===== config.mk =====
export PLATFORM = sky130hd
export DESIGN_NAME = modular_exponentiation_unit_flat
export DESIGN_NICKNAME = d
export VERILOG_FILES = /design/src/sv/mexp_pkg.sv /design/src/sv/mexp_in_if.sv /design/src/sv/mexp_out_if.sv /design/src/sv/mexp_datapath.sv /design/src/sv/mexp_ctrl.sv /design/src/sv/modular_exponentiation_unit.sv /design/src/flat_wrapper.sv
export SDC_FILE = /design/constraint.sdc
export NUM_CORES = 1
export LEC_CHECK = 0
export ABC_AREA = 0
export BUFFER_PORTS_ARGS = -buffer_cell sky130_fd_sc_hd__buf_2
export CORE_MARGIN = 1.5
export CORE_UTILIZATION = 65
export DETAILED_ROUTE_END_ITERATION = 10
export GPL_ROUTABILITY_DRIVEN = 0
export PLACE_DENSITY = 0.92
export SYNTH_ARGS = -nofsm -noshare
export SYNTH_HDL_FRONTEND = slang
export SYNTH_HIERARCHICAL = 1
export SYNTH_SLANG_ARGS = --single-unit
export TNS_END_PERCENT = 50

===== constraint.sdc =====
create_clock -name clk -period 10.6 [get_ports clk]
set_input_delay 2.12 -clock clk [delete_from_list [all_inputs] [get_ports clk]]
set_output_delay 2.12 -clock clk [all_outputs]
set_load 0.005 [all_outputs]

===== src/sv/mexp_pkg.sv =====
// Shared widths, datapath operation codes and controller/datapath link types.
`timescale 1ns / 1ps

package mexp_pkg;

  localparam int WIDTH     = 32;
  localparam int CNT_W     = $clog2(WIDTH);
  localparam int BIT_CNT_W = $clog2(WIDTH + 1);

  typedef enum logic [1:0] {
    OP_RED,
    OP_ACC,
    OP_SQR
  } mul_op_t;

  typedef struct packed {
    logic    load;
    logic    start;
    mul_op_t op;
    logic    e_shift;
    logic    publish;
  } mexp_cmd_t;

  typedef struct packed {
    logic busy;
    logic mul_done;
    logic e_bit;
    logic zero_mod;
  } mexp_stat_t;

endpackage


===== src/sv/mexp_in_if.sv =====
// Operand channel: base, exponent and modulus with valid/ready.
`timescale 1ns / 1ps

interface mexp_in_if;
  import mexp_pkg::*;

  logic             valid;
  logic             ready;
  logic [WIDTH-1:0] base_value;
  logic [WIDTH-1:0] exponent_value;
  logic [WIDTH-1:0] modulus_value;

  modport source (output valid, output base_value, output exponent_value,
                  output modulus_value, input ready);
  modport sink   (input valid, input base_value, input exponent_value,
                  input modulus_value, output ready);
endinterface


===== src/sv/mexp_out_if.sv =====
// Result channel: power result and zero-modulus flag with valid/ready.
`timescale 1ns / 1ps

interface mexp_out_if;
  import mexp_pkg::*;

  logic             valid;
  logic             ready;
  logic [WIDTH-1:0] power_result;
  logic             zero_modulus;

  modport source (output valid, output power_result, output zero_modulus, input ready);
  modport sink   (input valid, input power_result, input zero_modulus, output ready);
endinterface


===== src/sv/mexp_datapath.sv =====
// Datapath: operand registers, bit-serial multiply-reduce unit, result register.
`timescale 1ns / 1ps

module mexp_datapath (
  input  logic                       clk,
  input  logic                       rst,
  input  mexp_pkg::mexp_cmd_t        cmd,
  output mexp_pkg::mexp_stat_t       stat,
  input  logic [mexp_pkg::WIDTH-1:0] base_value,
  input  logic [mexp_pkg::WIDTH-1:0] exponent_value,
  input  logic [mexp_pkg::WIDTH-1:0] modulus_value,
  output logic [mexp_pkg::WIDTH-1:0] power_result,
  output logic                       zero_modulus
);
  import mexp_pkg::*;

  logic [WIDTH-1:0] b_reg;
  logic [WIDTH-1:0] e_reg;
  logic [WIDTH-1:0] m_reg;
  logic [WIDTH-1:0] acc_reg;
  logic             zm_reg;

  // Multiply-reduce unit state
  logic [WIDTH-1:0] x_sh;
  logic [WIDTH-1:0] y_reg;
  logic [WIDTH-1:0] r;
  logic [CNT_W-1:0] cnt;
  logic             busy;
  mul_op_t          op_reg;

  logic             last;
  logic [WIDTH:0]   t;
  logic [WIDTH-1:0] t1;
  logic [WIDTH:0]   u;
  logic [WIDTH-1:0] r_next;
  logic [WIDTH-1:0] x_start;
  logic [WIDTH-1:0] y_start;

  assign last = busy && (cnt == CNT_W'(WIDTH - 1));

  // One step of MSB-first interleaved multiply: r = (2r + xbit*y) mod m
  always_comb begin
    t  = {r, 1'b0};
    t1 = (t >= {1'b0, m_reg}) ? WIDTH'(t - {1'b0, m_reg}) : t[WIDTH-1:0];
    u  = {1'b0, t1} + (x_sh[WIDTH-1] ? {1'b0, y_reg} : '0);
    r_next = (u >= {1'b0, m_reg}) ? WIDTH'(u - {1'b0, m_reg}) : u[WIDTH-1:0];
  end

  // Operand selection; reduction multiplies the raw base by one
  always_comb begin
    unique case (cmd.op)
      OP_RED:  begin x_start = b_reg;   y_start = WIDTH'(1); end
      OP_ACC:  begin x_start = acc_reg; y_start = b_reg;     end
      OP_SQR:  begin x_start = b_reg;   y_start = b_reg;     end
      default: begin x_start = b_reg;   y_start = b_reg;     end
    endcase
  end

  always_ff @(posedge clk) begin
    if (rst) begin
      busy <= 1'b0;
      cnt  <= '0;
    end else begin
      if (cmd.start) begin
        busy <= 1'b1;
        cnt  <= '0;
      end else if (last) begin
        busy <= 1'b0;
      end else if (busy) begin
        cnt <= cnt + CNT_W'(1);
      end
    end

    if (cmd.start) begin
      x_sh   <= x_start;
      y_reg  <= y_start;
      r      <= '0;
      op_reg <= cmd.op;
    end else if (busy) begin
      x_sh <= {x_sh[WIDTH-2:0], 1'b0};
      r    <= r_next;
    end

    if (cmd.load) begin
      b_reg   <= base_value;
      e_reg   <= exponent_value;
      m_reg   <= modulus_value;
      zm_reg  <= (modulus_value == '0);
      acc_reg <= (modulus_value == WIDTH'(1)) ? '0 : WIDTH'(1);
    end else begin
      if (last) begin
        if (op_reg == OP_ACC) acc_reg <= r_next;
        else                  b_reg   <= r_next;
      end
      if (cmd.e_shift) e_reg <= {1'b0, e_reg[WIDTH-1:1]};
    end

    if (cmd.publish) begin
      power_result <= zm_reg ? '0 : acc_reg;
      zero_modulus <= zm_reg;
    end
  end

  assign stat.busy     = busy;
  assign stat.mul_done = last;
  assign stat.e_bit    = e_reg[0];
  assign stat.zero_mod = zm_reg;

  a_partial_below_mod: assert property (@(posedge clk) disable iff (rst)
    (busy && !cmd.start) |=> (r < m_reg) || $past(last))
    else $error("partial remainder left the modulus range");

  a_start_runs: assert property (@(posedge clk) disable iff (rst)
    cmd.start |=> busy && (cnt == '0))
    else $error("multiply-reduce unit did not start");

endmodule


===== src/sv/mexp_ctrl.sv =====
// Controller: sequences reduction, multiply and square passes over the exponent bits.
`timescale 1ns / 1ps

module mexp_ctrl (
  input  logic                  clk,
  input  logic                  rst,
  input  logic                  in_valid,
  output logic                  in_ready,
  output logic                  out_valid,
  input  logic                  out_ready,
  output mexp_pkg::mexp_cmd_t   cmd,
  input  mexp_pkg::mexp_stat_t  stat
);
  import mexp_pkg::*;

  typedef enum logic [2:0] {
    S_IDLE,
    S_CHECK,
    S_RED,
    S_BIT,
    S_ACC,
    S_SQR,
    S_DONE
  } state_t;

  state_t               state;
  state_t               state_next;
  logic [BIT_CNT_W-1:0] bit_cnt;
  logic                 can_publish;

  assign in_ready    = (state == S_IDLE);
  assign can_publish = !out_valid || out_ready;

  always_comb begin
    state_next  = state;
    cmd         = '0;
    cmd.op      = OP_RED;
    unique case (state)
      S_IDLE: begin
        if (in_valid) begin
          cmd.load   = 1'b1;
          state_next = S_CHECK;
        end
      end
      S_CHECK: begin
        if (stat.zero_mod) begin
          state_next = S_DONE;
        end else begin
          cmd.start  = 1'b1;
          cmd.op     = OP_RED;
          state_next = S_RED;
        end
      end
      S_RED: begin
        if (stat.mul_done) state_next = S_BIT;
      end
      S_BIT: begin
        if (bit_cnt == BIT_CNT_W'(WIDTH)) begin
          state_next = S_DONE;
        end else begin
          cmd.start  = 1'b1;
          cmd.op     = stat.e_bit ? OP_ACC : OP_SQR;
          state_next = stat.e_bit ? S_ACC : S_SQR;
        end
      end
      S_ACC: begin
        if (stat.mul_done) begin
          cmd.start  = 1'b1;
          cmd.op     = OP_SQR;
          state_next = S_SQR;
        end
      end
      S_SQR: begin
        if (stat.mul_done) begin
          cmd.e_shift = 1'b1;
          state_next  = S_BIT;
        end
      end
      S_DONE: begin
        if (can_publish) begin
          cmd.publish = 1'b1;
          state_next  = S_IDLE;
        end
      end
      default: state_next = S_IDLE;
    endcase
  end

  always_ff @(posedge clk) begin
    if (rst) begin
      state     <= S_IDLE;
      bit_cnt   <= '0;
      out_valid <= 1'b0;
    end else begin
      state <= state_next;
      if (cmd.load)         bit_cnt <= '0;
      else if (cmd.e_shift) bit_cnt <= bit_cnt + BIT_CNT_W'(1);
      if (cmd.publish)      out_valid <= 1'b1;
      else if (out_ready)   out_valid <= 1'b0;
    end
  end

  a_start_when_free: assert property (@(posedge clk) disable iff (rst)
    cmd.start |-> (!stat.busy || stat.mul_done))
    else $error("multiply-reduce unit restarted while busy");

  a_no_overwrite: assert property (@(posedge clk) disable iff (rst)
    cmd.publish |-> (!out_valid || out_ready))
    else $error("pending result overwritten");

  a_unit_idles: assert property (@(posedge clk) disable iff (rst)
    (stat.mul_done && !cmd.start) |=> !stat.busy)
    else $error("multiply-reduce unit kept running after its last step");

endmodule


===== src/sv/modular_exponentiation_unit.sv =====
// Top level: modular exponentiation by right-to-left square-and-multiply.
//
//   channel    role    payload
//   operands   sink    base_value, exponent_value, modulus_value
//   results    source  power_result, zero_modulus
//
// A zero modulus skips the reduction and the exponent loop. The bit-serial
// multiply-reduce unit computes one product bit per cycle and is shared by the
// reduction, square and multiply passes.
// Reset (rst, synchronous) returns the controller to idle and drops a pending result.
// Input is taken only in idle, so operands wait until the prior result is published; a result
// still parked when the next one finishes holds the controller and therefore the input.
`timescale 1ns / 1ps

module modular_exponentiation_unit (
  input logic       clk,
  input logic       rst,
  mexp_in_if.sink   operands,
  mexp_out_if.source results
);
  import mexp_pkg::*;

  mexp_cmd_t  cmd;
  mexp_stat_t stat;

  // Sequencer: accept, reduce the base, walk the exponent bits, publish
  mexp_ctrl u_ctrl (
    .clk       (clk),
    .rst       (rst),
    .in_valid  (operands.valid),
    .in_ready  (operands.ready),
    .out_valid (results.valid),
    .out_ready (results.ready),
    .cmd       (cmd),
    .stat      (stat)
  );

  // Operand registers, multiply-reduce unit and output register
  mexp_datapath u_datapath (
    .clk            (clk),
    .rst            (rst),
    .cmd            (cmd),
    .stat           (stat),
    .base_value     (operands.base_value),
    .exponent_value (operands.exponent_value),
    .modulus_value  (operands.modulus_value),
    .power_result   (results.power_result),
    .zero_modulus   (results.zero_modulus)
  );

endmodule


===== src/flat_wrapper.sv =====
// flat-port wrapper written by rule: the top's interface ports become plain ports
module modular_exponentiation_unit_flat import mexp_pkg::*;
  (clk, rst, operands_valid, operands_base_value, operands_exponent_value, operands_modulus_value, operands_ready, results_valid, results_power_result, results_zero_modulus, results_ready);
  mexp_in_if operands_i ();
  mexp_out_if results_i ();
  input logic clk;
  input logic rst;
  input wire logic [$bits(operands_i.valid)-1:0] operands_valid;
  input wire logic [$bits(operands_i.base_value)-1:0] operands_base_value;
  input wire logic [$bits(operands_i.exponent_value)-1:0] operands_exponent_value;
  input wire logic [$bits(operands_i.modulus_value)-1:0] operands_modulus_value;
  output wire logic [$bits(operands_i.ready)-1:0] operands_ready;
  output wire logic [$bits(results_i.valid)-1:0] results_valid;
  output wire logic [$bits(results_i.power_result)-1:0] results_power_result;
  output wire logic [$bits(results_i.zero_modulus)-1:0] results_zero_modulus;
  input wire logic [$bits(results_i.ready)-1:0] results_ready;
  assign operands_i.valid = operands_valid;
  assign operands_i.base_value = operands_base_value;
  assign operands_i.exponent_value = operands_exponent_value;
  assign operands_i.modulus_value = operands_modulus_value;
  assign operands_ready = operands_i.ready;
  assign results_valid = results_i.valid;
  assign results_power_result = results_i.power_result;
  assign results_zero_modulus = results_i.zero_modulus;
  assign results_i.ready = results_ready;
  modular_exponentiation_unit u_core (.clk(clk), .rst(rst), .operands(operands_i), .results(results_i));
endmodule

* Yosys cells after proc, flatten, opt, wreduce, memory -nomap -nowiden *
Cells that the tools add are included.

cells by class
  $add $sub $neg = 5
  multipliers = 0
  divide/modulo/power cells = 0
  order comparisons = 2
  equal/unequal tests = 16
  shifts and indexed selects = 0
  multiplexer cells = 38
  bitwise gates (word level) = 1
  reductions and logical operators = 19

operator list
  cell                   number
  $mux W32               14
  $ge A33 B32 Y1         2
  $sub A32 B32 Y32       2
  $add A32 B32 Y33       1
  $eq A32 B1 Y1 const B  1
  $logic_not A32 Y1      1
  $mux W3                8
  $pmux W3 S6            1
  $mux W1                12
  $reduce_bool A2 Y1     6
  $eq A3 B3 Y1 const B   3
  $pmux W3 S3            1
  $add A6 B1 Y6 const B  1
  $eq A3 B2 Y1 const B   2
  $eq A6 B6 Y1 const B   1
  $ne A2 B2 Y1 const B   3
  $reduce_and A2 Y1      3
  $reduce_or A2 Y1       3
  $add A5 B1 Y5 const B  1
  $eq A5 B5 Y1 const B   1
  $eq A2 B1 Y1 const B   2
  $mux W2                2
  $ne A2 B1 Y1 const B   2
  $reduce_and A4 Y1      1
  7 further kinds        7

storage, ports and cells
  flip-flop bits (word level) = 276
  latch bits = 0
  bits in writable memories = 0
  ROM bits = 0
  bits of input ports = 100
  output and inout bits = 35
  word-level logic and storage cells = 97
  memories = 0

* Logic depth before layout (Yosys ltp) *
Gate-level depths: netlist of the first run.

  depth after elaboration = 8
  mapped depth = 34
  mapped depth without buffers = 30

* Cells and area by module *
Netlist of the first run, hierarchy kept.

modules (own cells, without submodules)
  module         instances  cells each  area an instance (µm²)  seq. area each (µm²)
  mexp_datapath  1          1,639       16,689.8                7,607.3
  mexp_ctrl      1          78          604.3                   200.2

* Worst setup path before layout of the first run *
OpenSTA, ideal clock, no wires.

  path kind = register to register
  start = register u_core.u_datapath.m_reg[9]
  end = register u_core.u_datapath.b_reg[28] (data pin)
  library setup time = 0.260 ns
  data arrival time = 6.641 ns
  required time = 10.340 ns
  setup slack = 3.699 ns
  cell stages (with the launch flop) = 32
  buffers on the path = 4
  clock period less this slack = 6.901 ns
  cell sequence = edfxtp_1 inv_1 ha_1 clkbuf_1 nand4_1 or3_1 nor4_1 nor3_1 nand2b_1 a2bb2oi_2 buf_2 clkbuf_1 a21oi_1 ha_1 and4_1 nand3_1 or3_1 a31oi_1 nand4_1 and2_1 xnor2_1 ha_1 clkbuf_1 nand4_1 nor2_1 nand4_1 nor4_1 a2111oi_0 o21a_1 o41ai_4 mux2_2 mux2_2

on the way
  word-level cells in the longest chain between the ends = 8
  elaborated cells on any way between the ends = 10
  classes of those cells = add/sub: 3; order compare: 2; mux: 5

RTL lines
  item                                                       RTL line             text
  start: declaration                                         mexp_datapath.sv:19  logic [WIDTH-1:0] m_reg;
  start signal: assignment                                   mexp_datapath.sv:87  m_reg <= modulus_value;
  $sub A32 B32 Y32 / $ge A33 B32 Y1 (equally long branches)  mexp_datapath.sv:44  t1 = (t >= {1'b0, m_reg}) ? WIDTH'(t - {1'b0, m_reg}) : t[WIDTH-1:0];
  $mux W32                                                   mexp_datapath.sv:44
  $add A32 B32 Y33                                           mexp_datapath.sv:45  u = {1'b0, t1} + (x_sh[WIDTH-1] ? {1'b0, y_reg} : '0);
  $sub A32 B32 Y32 / $ge A33 B32 Y1 (equally long branches)  mexp_datapath.sv:46  r_next = (u >= {1'b0, m_reg}) ? WIDTH'(u - {1'b0, m_reg}) : u[WIDTH-1:0];
  $mux W32 (*)                                               mexp_datapath.sv:46
  $mux W32 (*)                                               mexp_datapath.sv:92  if (op_reg == OP_ACC) acc_reg <= r_next;
  $mux W32 (*)                                               mexp_datapath.sv:91  if (last) begin
  $mux W32 (*)                                               mexp_datapath.sv:84  if (cmd.load) begin
  end signal: assignment                                     mexp_datapath.sv:85  b_reg <= base_value;
  end signal: assignment                                     mexp_datapath.sv:93  else b_reg <= r_next;
  end: declaration                                           mexp_datapath.sv:17  logic [WIDTH-1:0] b_reg;

Every way passes the cells marked *; elsewhere a longest branch is shown, timed or not. The select of a mux whose other input is x is not followed.
A chain may end at the register's enable or synchronous reset.

* Worst setup path after layout of the first run *
  start = register u_core.u_datapath.r[9]
  end = register u_core.u_datapath.b_reg[18] (data pin)

on the way
  word-level cells in the longest chain between the ends = 8
  elaborated cells on any way between the ends = 10
  classes of those cells = add/sub: 3; order compare: 2; mux: 5

RTL lines
  item                                                       RTL line             text
  start: declaration                                         mexp_datapath.sv:26  logic [WIDTH-1:0] r;
  start signal: assignment                                   mexp_datapath.sv:81  r <= r_next;
  $sub A32 B32 Y32 / $ge A33 B32 Y1 (equally long branches)  mexp_datapath.sv:44
  $mux W32 (*)                                               mexp_datapath.sv:44
  $add A32 B32 Y33 (*)                                       mexp_datapath.sv:45
  $sub A32 B32 Y32 / $ge A33 B32 Y1 (equally long branches)  mexp_datapath.sv:46
  $mux W32 (*)                                               mexp_datapath.sv:46
  $mux W32 (*)                                               mexp_datapath.sv:92
  $mux W32 (*)                                               mexp_datapath.sv:91
  $mux W32 (*)                                               mexp_datapath.sv:84

Marks and branches as above.

==> impl_metrics.yaml, run 1 <==
outcome:
  status: "finished clean"
setup_path:
  arrival_ns: 9.54
  cp_common_cell: "nand4_1"
  critPathSlowestCell: "a2bb2oi_4"
  critical-path-top-delay-family: "compound AO/OA/AOI/OAI gates"
  required_ns: 10.84
  worstSetupStartpointType: "register"
  path_class: "register to register"
  critPathMaxFanout: 44
  max_stage_delay_ns: 0.79
  cp_num_buf_inv: 1
  end_kind: "register"
place:
  post_dp_cell_area_um2: 18200
  hpwl_um: 34100
  io_buffers: 134
  place_ws_ns: 1.87
clocking:
  tritoncts: "built"
  cts_resized: 0
  insertion_delay_ns: 0.55
  cts_setup_buffers: 0
  htreeDepth: 1
  cts_buffers: 28
  cts_root_buf: "clkbuf_16"
  cts_hold_buf: 0
  clk_pin_slew_ns: 0.06
  cts.sinks: 276
  cts_buffer_depth: 3
synth:
  syn_inst: 1716
  ys_warn_count: 6
  syn_avg_cell_area_um2: 10.1
  syn_nets: 1919
  netlist_area_um2: 17300
detailed_routing:
  ant_nets: 0
  vias: 14416
  avgViaCountPerCell: 6.63
  first_iter_violations: 1783
  remaining_drc_errors: 0
  first_pass_iters: 8
  wl_um: 49600
  wl_per_cell_um: 22.8
timing:
  relSlewSlack_pct: 30.0
  layout_min_cycle_time_ns: 9.29
  finalHoldViolations: 0
  fin_crit_sh_pct: 87.6
  maxSlewViolCount: 0
  setup_ws_ns: 1.31
  fmax_mhz: 108
  tightest_slew_ns: 1.05
  skew_ns: 0.0120
  setup_violations: 0
  rsz0062_at_grt: "no"
  whs_ns: 0.515
  fin_setup_tns_ns: 0
floorplan:
  die_x_um: 166
  placement_rows: 59
  dieArea_um2: 27600
  ios: 135
  start_util_pct: 66.3
  die_height_um: 166
  fp.coreArea_um2: 26100
finish:
  diodes: 0
  drive_gt1_share_pct: 13.9
  final_common_cell: "edfxtp_1"
  num-fill-cells: 1662
  stdcell_area_um2: 19100
  syn_to_final_growth_pct: 10.7
  layout_common_cells: "edfxtp_1, nor2_1, a21oi_1, buf_2, ha_1"
  finalNetCount: 2020
grt:
  track_usage_pct: 35.5
  grt_pass1_wl_um: 76600
  grt_max_degree: 87
  grt_pass1_vias: 14237
  antenna_found_initial: 0
  gr-total-overflow: 0
flow_run:
  cap_violations: 0
min_path:
  hold_path_class: "register to register"
[worst paths after layout]
path | start | to | cells past startpoint | slack (ns)
max | u_core/u_datapath/r[9] | u_core/u_datapath/b_reg[18] | 28 | 1.31
min | u_core/u_datapath/r[26] | u_core/u_datapath/r[26] | 2 | 0.52
max reg2reg | u_core/u_datapath/r[9] | u_core/u_datapath/b_reg[18] | 28 | 1.31
min reg2reg | u_core/u_datapath/r[26] | u_core/u_datapath/r[26] | 2 | 0.52
[metrics by stage]
stage | cells | utilization, %
after global routing | 2174 | 73.4
after detailed placement | 2122 | 69.8
final | 2174 | 73.4
after global placement | 2122 | 69.8
after floorplan | 1716 | -
after CTS | 2174 | 73.4
[tightest hold or removal path: stages (launching register included)]
cell and delay [ns]:
dfxtp_1 0.33, nor2_1 0.09, a211oi_1 0.05
[routing by layer]
metal  track usage, %  part of all wire, %
met1             41.8                   36
met2             59.6                   47
met3             6.08                  8.9
met4             24.2                  8.1
met5                0                    0
[cell type report]
cell class	instances	area [um2]	area share, %
sequential	276	7810	40.8
clock buffer	39	795	4.15
multi-input combinational	1274	8860	46.3
timing repair buffer	145	753	3.94
tap	335	419	2.19
inverter	92	345	1.80
clock inverter	13	149	0.778
Power of run 1 is left out: the tool's default activity adds up to more than one toggle a clock period on the data nets, which glitch-free logic cannot reach.
==> run 2: changes to the inputs <==
==> constraint.sdc (replaced) <==
create_clock -name clk -period 11.6 [get_ports clk]
set_input_delay 2.32 -clock clk [delete_from_list [all_inputs] [get_ports clk]]
set_output_delay 2.32 -clock clk [all_outputs]
set_load 0.005 [all_outputs]
==> run 2 against run 1 <==
  * Via count increased by 1.8%
  * Wire length grew 1.6%
  * Critical path type unchanged
  * Final cell count about the same
  * Core utilization up 0.10 points
==> impl_metrics.yaml, run 2 (synthesized netlist as in run 1, its figures left out) <==
grt:
  grt_pass1_vias: 14346
  grt_pass1_wl_um: 77300
  grt_max_degree: 87
  gr-total-overflow: 0
  track_usage_pct: 35.9
  antenna_found_initial: 1
clocking:
  cts_buffer_depth: 3
  cts_resized: 0
  tritoncts: "built"
  htreeDepth: 1
  insertion_delay_ns: 0.56
  cts_root_buf: "clkbuf_16"
  cts_hold_buf: 0
  clk_pin_slew_ns: 0.06
  cts.sinks: 276
  cts_setup_buffers: 0
  cts_buffers: 29
detailed_routing:
  first_pass_iters: 8
  vias: 14674
  remaining_drc_errors: 0
  wl_per_cell_um: 23.2
  avgViaCountPerCell: 6.75
  ant_nets: 0
  wl_um: 50400
  first_iter_violations: 1926
timing:
  tightest_slew_ns: 1.08
  setup_violations: 0
  fmax_mhz: 108
  relSlewSlack_pct: 27.7
  fin_setup_tns_ns: 0
  maxSlewViolCount: 0
  skew_ns: 0.0170
  rsz0062_at_grt: "no"
  fin_crit_sh_pct: 79.8
  finalHoldViolations: 0
  layout_min_cycle_time_ns: 9.25
min_path:
  hold_path_class: "register to register"
finish:
  layout_common_cells: "edfxtp_1, nor2_1, a21oi_1, buf_2, ha_1"
  syn_to_final_growth_pct: 10.8
  finalNetCount: 2021
  diodes: 0
  drive_gt1_share_pct: 14.0
  final_common_cell: "edfxtp_1"
outcome:
  status: "finished clean"
floorplan:
  dieArea_um2: 27600
  ios: 135
  fp.coreArea_um2: 26100
  placement_rows: 59
  die_height_um: 166
  die_x_um: 166
  start_util_pct: 66.3
place:
  io_buffers: 134
  hpwl_um: 34600
setup_path:
  required_ns: 11.86
  max_stage_delay_ns: 0.82
  worstSetupStartpointType: "register"
  critPathMaxFanout: 44
  arrival_ns: 9.51
  critPathSlowestCell: "a2bb2oi_4"
  path_class: "register to register"
  end_kind: "register"
flow_run:
  cap_violations: 0
-- run 2: cell types whose count changed in the layout (fill, tap and decap cells not counted), sizes merged --
cell / delta
clkbuf: +1
clkinv: -3
clkinvlp: +1
inv: +2
-- run 2: final cells by class --
| type | instances | area, um2 |
|---|---|---|
| clock buffers | 40 | 817 |
| clock inverters | 13 | 153 |
| fillers | 1668 | 6900 |
| inverters | 92 | 345 |
| multi-input cells | 1274 | 8860 |
| flip-flops and latches | 276 | 7810 |
| well taps | 335 | 419 |
| repair buffers | 145 | 753 |
-- run 2: path summary, 6_finish.rpt --
check,start,end,slack [ns],cells past startpoint
worst max register to register,u_core/u_datapath/r[7],u_core/u_datapath/b_reg[8],2.35,28
worst min-delay path,u_core/u_datapath/r[27],u_core/u_datapath/r[27],0.52,2
worst min register to register,u_core/u_datapath/r[27],u_core/u_datapath/r[27],0.52,2
worst max-delay path,u_core/u_datapath/r[7],u_core/u_datapath/b_reg[8],2.35,28
-- run 2: through the flow --
stage	util, %	hold slack, ns	area [um2]	std cells	setup WS, ns
detailed placement	69.8	0.509	18200	2122	2.82
global placement	69.8	0.499	18200	2122	3.26
global route	73.5	0.535	19200	2175	1.88
floorplan	-	0.447	17300	1716	4.70
finish	73.5	0.519	19200	2175	2.35
CTS	73.5	0.517	19200	2175	2.77
-- run 2: layer usage --
layer / up-vias / share of wire (%) / track usage, %
li1: 6482 / - / -
met1: 6768 / 35 / 42.6
met2: 1082 / 46 / 58.2
met3: 340 / 9.6 / 7.08
met4: 2 / 9.2 / 26.9
met5: - / 0.022 / 0
-- run 2: worst max-delay path, delay by kind of cell (launching register included) --
family | cells | cell delay [ns]
AO/OA/AOI/OAI | 16 | 4.72
AND/OR/NAND/NOR | 5 | 1.06
buffers and inverters | 1 | 0.55
adder cells (fa/ha/maj) | 3 | 1.12
flip-flops | 1 | 0.42
multiplexers | 3 | 1.03
Power of run 2 is left out for the same reason.
